**config.mk**
```make
export PLATFORM = sky130hd
export DESIGN_NAME = fifo_replacement_recent_set_core
export DESIGN_NICKNAME = d
export VERILOG_FILES = /design/src/rtl/frc_pkg.sv /design/src/rtl/frc_cell.sv /design/src/rtl/fifo_replacement_recent_set_core.sv
export SDC_FILE = /design/constraint.sdc
export NUM_CORES = 2
export LEC_CHECK = 0
export ABC_AREA = 0
export BUFFER_PORTS_ARGS = -buffer_cell sky130_fd_sc_hd__buf_4
export CAP_MARGIN = 20
export CORE_ASPECT_RATIO = 1.5
export CORE_MARGIN = 2
export CORE_UTILIZATION = 53
export DETAILED_ROUTE_END_ITERATION = 12
export PLACE_DENSITY = 0.69
export SYNTH_ARGS = -nofsm -noshare
export SYNTH_HDL_FRONTEND = slang
export SYNTH_HIERARCHICAL = 1
export SYNTH_SLANG_ARGS = --single-unit
```
**constraint.sdc**
```tcl
create_clock -name clk_i -period 5.9 [get_ports clk_i]
set_input_delay 0.59 -clock clk_i [delete_from_list [all_inputs] [get_ports clk_i]]
set_output_delay 0.59 -clock clk_i [all_outputs]
set_load 0.01 [all_outputs]
```
**src/rtl/frc_pkg.sv**
```systemverilog
package frc_pkg;

  // Field widths
  localparam int IdW  = 30;
  localparam int CntW = 6;

  // Default number of cells in the chain
  localparam int CapacityDefault = 32;

  // Configuration port
  localparam int       CfgDataW   = 32;
  localparam int       CfgAddrW   = 3;
  localparam logic     RegCapIdx  = 1'b0;
  localparam logic [CntW-1:0] CapResetVal = 6'd32;

  // Per-cell control, driven by the top level
  typedef struct packed {
    logic insert;   // shift toward older cells, newest takes the request
    logic drain;    // shift toward newer cells during the dump
    logic keep;     // cell lies below the effective capacity
  } cell_ctrl_t;

endpackage

```
**src/rtl/frc_cell.sv**
```systemverilog
module frc_cell
  import frc_pkg::*;
(
  input  logic           clk_i,
  input  logic           rst_ni,
  input  cell_ctrl_t     ctrl_i,
  input  logic [IdW-1:0] lookup_id_i,
  input  logic [IdW-1:0] newer_id_i,
  input  logic           newer_valid_i,
  input  logic [IdW-1:0] older_id_i,
  input  logic           older_valid_i,
  output logic [IdW-1:0] id_o,
  output logic           valid_o,
  output logic           hit_o
);

  logic [IdW-1:0] id_d, id_q;
  logic           valid_d, valid_q;

  always_comb begin
    id_d    = id_q;
    valid_d = valid_q;
    if (ctrl_i.insert) begin
      id_d    = newer_id_i;
      valid_d = newer_valid_i & ctrl_i.keep;
    end else if (ctrl_i.drain) begin
      id_d    = older_id_i;
      valid_d = older_valid_i;
    end
  end

  always_ff @(posedge clk_i or negedge rst_ni) begin
    if (!rst_ni) begin
      valid_q <= 1'b0;
    end else begin
      valid_q <= valid_d;
    end
  end

  always_ff @(posedge clk_i) begin
    id_q <= id_d;
  end

  assign id_o    = id_q;
  assign valid_o = valid_q;
  assign hit_o   = valid_q & (id_q == lookup_id_i);

endmodule

```
**src/rtl/fifo_replacement_recent_set_core.sv**
```systemverilog
// FIFO replacement set: holds up to capacity_in_use distinct identifiers.
//
// Input: a request is taken at a rising edge with start high and busy low.
// item_id_i is compared against every held entry in the same cycle; a hit
// changes nothing, a miss inserts the id as the newest entry and evicts the
// oldest ones beyond the effective capacity. Ordinary requests go at one per
// cycle with busy low throughout.
// A request with end_of_sequence_i set is handled the same way, then the
// block raises busy and dumps the set: one entry per cycle on entry_id_o,
// marked by result_valid_o, newest first, starting the cycle after the
// request. last_entry_o flags the oldest and busy drops with it. The set is
// empty afterwards.
// Storage is a chain of cells, cell 0 newest; entries move one cell per
// insert, and shift back toward cell 0 during the dump.
// Results are held for exactly one cycle; the receiver cannot stall them.
// Configuration: APB register capacity_in_use at byte address 0 (0 acts as
// 1, values above CAPACITY clamp). Write it only while the block is idle.
// Reset empties the set, clears busy and sets capacity_in_use to 32.
module fifo_replacement_recent_set_core
  import frc_pkg::*;
#(
  parameter int CAPACITY = CapacityDefault
) (
  input  logic                clk_i,
  input  logic                rst_ni,
  // request channel
  input  logic                start,
  output logic                busy,
  input  logic [IdW-1:0]      item_id_i,
  input  logic                end_of_sequence_i,
  // result channel
  output logic                result_valid_o,
  output logic [IdW-1:0]      entry_id_o,
  output logic [CntW-1:0]     entry_count_o,
  output logic                last_entry_o,
  // configuration
  input  logic                psel,
  input  logic                penable,
  input  logic                pwrite,
  input  logic [CfgAddrW-1:0] paddr,
  input  logic [CfgDataW-1:0] pwdata,
  output logic [CfgDataW-1:0] prdata,
  output logic                pready
);

  localparam int CapW = $clog2(CAPACITY + 1);
  localparam int ExtW = (CapW > CntW) ? CapW : CntW;

  localparam logic StIdle = 1'b0;
  localparam logic StDump = 1'b1;

  // ---------------------------------------------------------------
  // Configuration register
  // ---------------------------------------------------------------
  logic [CntW-1:0] cap_cfg_q;
  logic            cfg_wr;

  assign pready = 1'b1;
  assign cfg_wr = psel & penable & pwrite & (paddr[CfgAddrW-1] == RegCapIdx);

  always_ff @(posedge clk_i or negedge rst_ni) begin
    if (!rst_ni) begin
      cap_cfg_q <= CapResetVal;
    end else if (cfg_wr) begin
      cap_cfg_q <= pwdata[CntW-1:0];
    end
  end

  always_comb begin
    prdata = '0;
    if (paddr[CfgAddrW-1] == RegCapIdx) begin
      prdata = CfgDataW'(cap_cfg_q);
    end
  end

  // Effective capacity: zero acts as one, clamp to the chain length
  logic [ExtW-1:0] cap_ext;
  logic [CapW-1:0] cap_eff;

  always_comb begin
    cap_ext = ExtW'(cap_cfg_q);
    if (cap_ext == '0) begin
      cap_ext = ExtW'(1);
    end else if (cap_ext > ExtW'(CAPACITY)) begin
      cap_ext = ExtW'(CAPACITY);
    end
    cap_eff = cap_ext[CapW-1:0];
  end

  // ---------------------------------------------------------------
  // Control
  // ---------------------------------------------------------------
  logic            state_d, state_q;
  logic [CapW-1:0] held_d, held_q;
  logic            accept, miss, insert, dump_last;

  logic [IdW-1:0]      cell_id    [CAPACITY];
  logic [CAPACITY-1:0] cell_valid;
  logic [CAPACITY-1:0] cell_hit;

  assign busy   = (state_q == StDump);
  assign accept = start & ~busy;
  assign miss   = ~|cell_hit;
  assign insert = accept & miss;

  // Oldest entry reached when the next cell is empty
  generate
    if (CAPACITY > 1) begin : g_last
      assign dump_last = ~cell_valid[1];
    end else begin : g_last_one
      assign dump_last = 1'b1;
    end
  endgenerate

  always_comb begin
    state_d = state_q;
    held_d  = held_q;
    case (state_q)
      StIdle: begin
        if (insert) begin
          // full set: oldest entries drop so the count settles at capacity
          held_d = (held_q >= cap_eff) ? cap_eff : held_q + CapW'(1);
        end
        if (accept && end_of_sequence_i) begin
          state_d = StDump;
        end
      end
      StDump: begin
        if (dump_last) begin
          state_d = StIdle;
          held_d  = '0;
        end
      end
      default: begin
        state_d = StIdle;
      end
    endcase
  end

  always_ff @(posedge clk_i or negedge rst_ni) begin
    if (!rst_ni) begin
      state_q <= StIdle;
      held_q  <= '0;
    end else begin
      state_q <= state_d;
      held_q  <= held_d;
    end
  end

  // ---------------------------------------------------------------
  // Cell chain, cell 0 newest
  // ---------------------------------------------------------------
  for (genvar i = 0; i < CAPACITY; i++) begin : g_cell
    cell_ctrl_t     ctrl;
    logic [IdW-1:0] newer_id, older_id;
    logic           newer_valid, older_valid;

    assign ctrl = '{insert: insert, drain: busy, keep: (CapW'(i) < cap_eff)};

    if (i == 0) begin : g_head
      assign newer_id    = item_id_i;
      assign newer_valid = 1'b1;
    end else begin : g_body
      assign newer_id    = cell_id[i-1];
      assign newer_valid = cell_valid[i-1];
    end

    if (i == CAPACITY - 1) begin : g_tail
      assign older_id    = '0;
      assign older_valid = 1'b0;
    end else begin : g_inner
      assign older_id    = cell_id[i+1];
      assign older_valid = cell_valid[i+1];
    end

    frc_cell u_cell (
      .clk_i         (clk_i),
      .rst_ni        (rst_ni),
      .ctrl_i        (ctrl),
      .lookup_id_i   (item_id_i),
      .newer_id_i    (newer_id),
      .newer_valid_i (newer_valid),
      .older_id_i    (older_id),
      .older_valid_i (older_valid),
      .id_o          (cell_id[i]),
      .valid_o       (cell_valid[i]),
      .hit_o         (cell_hit[i])
    );
  end

  // ---------------------------------------------------------------
  // Results: cell 0 is shown each dump cycle, then the chain shifts
  // ---------------------------------------------------------------
  logic [ExtW-1:0] held_ext;

  assign held_ext       = ExtW'(held_q);
  assign result_valid_o = busy;
  assign entry_id_o     = cell_id[0];
  assign entry_count_o  = held_ext[CntW-1:0];
  assign last_entry_o   = busy & dump_last;

endmodule
```
# == After elaboration in Yosys (flattened, before gate mapping) ==
# Cells that the tools add are included.
# word_totals
ff_bits,1005
inputBits,72
output_inout_bits,72
word_cells,352
# op_classes
n_addsub,1
order_cmp,34
eq_ne,34
muxes,138
bitwise_logic,72
n_reduce_logical,6
# op_table
cell,n
30-bit two-way mux,64
30-bit == test,32
5-bit by 6-bit < comparator with 1-bit output (first input constant),16
1-bit bitwise AND,69
1-bit two-way mux,66
4-bit by 6-bit < comparator with 1-bit output (first input constant),8
6-bit two-way mux,6
32-bit OR reduction,1
3-bit by 6-bit < comparator with 1-bit output (first input constant),4
1-bit by 6-bit < comparator with 1-bit output (first input constant),2
2-bit by 6-bit < comparator with 1-bit output (first input constant),2
6-bit case mux with 2 select lines,1
6-bit by 1-bit adder with 6-bit output (second input constant),1
6-bit greater-or-equal comparator,1
6-bit > comparator (second input constant),1
6-bit logical NOT,1
2-bit != test (second input constant),2
1-bit inverter,3
1-bit case mux with 2 select lines,1
2-bit AND reduction,1
2-bit nonzero test,1
1-bit logical AND,1
1-bit logical NOT,1

# == Depth between registers and ports, before layout ==
# depth
word_depth,7
mapped_depth,13
mapped_depth_nobuf,10

# == Cells and area by module ==
# Netlist, hierarchy kept.
# modules_own_cells
module,n_inst,cells_each,area_per_inst_um2,seq_area_each_um2
frc_cell,32,109,1637.8,925.9
fifo_replacement_recent_set_core,1,190,1411.4,326.6

# == Worst setup path after synthesis ==
# No wires, ideal clock.
# synth_timing
path_type,register to register
from,"register state_q, in the netlist busy"
to,"register g_cell[0].u_cell.id_q[0], enable pin"
setup_time_ps,328
arrival_ps,3715
required_ps,5572
path_slack_ps,1857
path_stages_with_launch,9
n_path_buf,3
synth_period_minus_slack_ps,4043
path_cell_list,dfrtp_1 nor4b_2 nand4_1 or3_1 clkbuf_2 clkinv_1 clkbuf_1 clkbuf_1 or2_2
# synth_lines
element,line_no,text
from (decl),fifo_replacement_recent_set_core.sv:93,"logic state_d, state_q;"
from (signal assigned),fifo_replacement_recent_set_core.sv:142,state_q <= StIdle;
from (signal assigned),fifo_replacement_recent_set_core.sv:145,state_q <= state_d;
to (signal assigned),frc_cell.sv:41,id_q <= id_d;
to (decl),frc_cell.sv:17,"logic [IdW-1:0] id_d, id_q;"

==> results.ini <==
[outcome]
status=finished clean

[floorplan]
io_pins=144
core-area_sq_um=101000
dieArea_sq_um=104000
die_h_microns=394
fp.dieW_microns=264
rows=143
start_util_pct=53.3

[power]
finalPower_w=0.0231
p_per_area_nw_per_um2=387
ir_worst_vdd_v=0.000233
p_leak_nw=19.4

[clocking]
cts_max_level=3
clock_sinks=1005
clk_pin_slew_ps=60
postCtsSetupBuffers=0
cts_buffer_depth=3
insertion_delay_ps=700
numCtsBuffers=100
clockRootBuffer=clkbuf_16
cts_tree=built

[grt]
grt_pass1_wl_microns=196000
grt_use_met3_pct=3.36
busiest_layer=met2
grt_pass1_vias=31462
grt_use_total_pct=24.9
grtUsageMet2_pct=45.9
gr-usage-met1_pct=28.3
grt_antenna_before_repair=2
grt_max_degree=106
grt.overflow.total=0

[timing]
finalCritPeriodShare_pct=83.7
setup_viol=0
setup_tns_ps=0
relSlewSlack_pct=33.8
worst_pin_slew_ps=993
period_needed_ps=4940
final_hold_viol_count=0
final.setup_skew_ps=28.0
maxSlewViolCount=0
rsz0062_at_grt=no
fmax_ghz=0.202

[finish]
nets=3916
fillers=8176
syn_to_final_growth_pct=10.7
stdcell_count=5226
utilization_pct=59.1
drive_gt1_share_pct=34.2

[worst_setup_path]
path_cells=xnor2_1 > nand4_1 > or4_1 > nor4_2 > nor4_1 > buf_4 > nand4_1 > or3_1 > inv_8 > buf_4 > or2_2 > buf_12
start_kind=flop
required_ps=6320
crit_arrival_ps=5360
crit_family=simple AND/OR/NAND/NOR gates
crit_slowest_cell=edfxtp_1
cp-end-kind=flop
path_max_fanout=90
critPathBufInv=4
slowest_delay_ps=740
criticalPathCategory=reg2reg

[synth]
synth.cell_area_sq_um=53800
synth_mux_area_share_pct=20.8
yosys.area.top_type_share_pct=53.6
ys_warn_count=6
synth_ff_type=edfxtp_1
synth_compound_gate_area_share_pct=0.744
yosysSeqAreaShare_pct=55.7
synth-edff-count=960
synth_seq_cells=1005
synth_cell_types=41
synth_area_leaders=edfxtp_1, mux2_2, xnor2_1, nand4_1, xor2_1
avgSynthCellArea_sq_um=14.6
synth_common_cells=mux2_2, edfxtp_1, xnor2_1
synth_most_common_cell=mux2_2
synth-xor-area-share_pct=15.7
synthAdderAreaFrac_pct=0.163
synth_top_family_by_area=multiplexers
synth_largest_area_cell=edfxtp_1
synthArstFlopShare_pct=4.48
synth_simple_gate_area_share_pct=5.45
netlist_instances=3678

[drt]
routed-via-count=30178
first_pass_iters=5
drc=0
drt_iter0_markers=2227
via_per_inst=5.77
wl_per_cell_microns=24.9
wl_microns=130000
ant_nets=0

[min_path]
worst_hold_path_type=in2reg

[placed_design]
gp_congestion=0.808
place_inst=5039
dp_hpwl_microns=97200
port_buffers=88

[job]
maxCapViolations=0

-- per-stage QoR --
stage / hold WS [ps] / cell area, sq um / setup slack [ps]
2_1_floorplan: 294 / 54000 / 1860
3_3_place_gp: 552 / 56500 / 613
3_5_place_dp: 571 / 56500 / 639
4_1_cts: 84.4 / 59600 / 1070
5_1_grt: 109 / 59600 / 860
6_report: 132 / 59600 / 960
-- power breakdown --
part           internal (W)  leakage [nW]  switching [W]
clock network       0.00341          1.51        0.00275
logic               0.00283          7.81        0.00229
registers            0.0101          10.0        0.00165
total                0.0164          19.4        0.00669
-- logic make-up (layout without fill, tap and decap cells) --
group | Yosys count | after routing
buffers and inverters | 178 | 360
other | 2 | 63
adders and majority gates | 7 | 7
AOI/OAI and AO/OA | 73 | 73
and+or+nand+nor | 449 | 449
muxes | 1000 | 1000
DFF | 1005 | 1005
xor gates and xnor gates | 964 | 964
-- state kept, by name, summed over array words and instances, names as in the netlist --
register               flops
g_cell.u_cell/valid_o     32
busy                       1
cap_cfg_q                  6
g_cell.u_cell/id_o       960
entry_count_o              6
-- what timing repair did --
action	4_1_cts	5_1_grt
hold buffers	1	0
endpoints found under the hold margin	44	0
gates resized for setup	0	0
-- routing by layer --
metal	up-vias	part of all wire (%)
met3	194	3.2
met2	515	54
li1	14125	-
met4	0	4.9
met5	-	0
met1	15344	38
-- path summary, 6_finish.rpt --
kind,from,to,slack [ps],cells past startpoint
worst max-delay path,g_cell[0].u_cell/id_o[19],g_cell[4].u_cell/id_o[19],960,12
worst min-delay path,pwdata[0],cap_cfg_q[0],130,2
worst max register to register,g_cell[0].u_cell/id_o[19],g_cell[4].u_cell/id_o[19],960,12
worst min register to register,g_cell[0].u_cell/valid_o,g_cell[1].u_cell/valid_o,590,2
max in group asynchronous,rst_ni,cap_cfg_q[2],4920,2
min in group asynchronous,rst_ni,g_cell[0].u_cell/valid_o,450,2
-- cell usage in the layout (no fill, tap or decap), types with 4 or more instances in the layout --
| master | n |
|---|---|
| xnor2_1 | 833 |
| or4_1 | 32 |
| o21a_1 | 4 |
| clkbuf_16 | 102 |
| buf_4 | 138 |
| nor2_1 | 12 |
| conb_1 | 60 |
| edfxtp_1 | 960 |
| inv_6 | 4 |
| clkinv_1 | 19 |
| mux2i_1 | 34 |
| inv_1 | 10 |
| clkbuf_1 | 28 |
| a21oi_1 | 11 |
| or2_2 | 34 |
| nor4_1 | 39 |
| nor4_2 | 33 |
| o21ai_0 | 48 |
| clkinv_2 | 21 |
| xor2_1 | 131 |
| nand3_1 | 41 |
| nand2_1 | 20 |
| bufinv_16 | 5 |
| mux2_2 | 966 |
| dfrtp_1 | 43 |
| buf_12 | 26 |
| nand4_1 | 225 |
| ha_1 | 7 |
-- layout make-up --
type	instances	area, sq um	share of cell area [%]
antenna	3	7.51	0.0126
clock buffer	132	2690	4.51
clock inverter	51	389	0.653
inverter	12	52.6	0.0882
multi-input combinational	2553	23300	39.1
sequential	1005	30000	50.3
tap	1305	1630	2.74
timing repair buffer	165	1570	2.63
(Power assumes the default switching activity.)
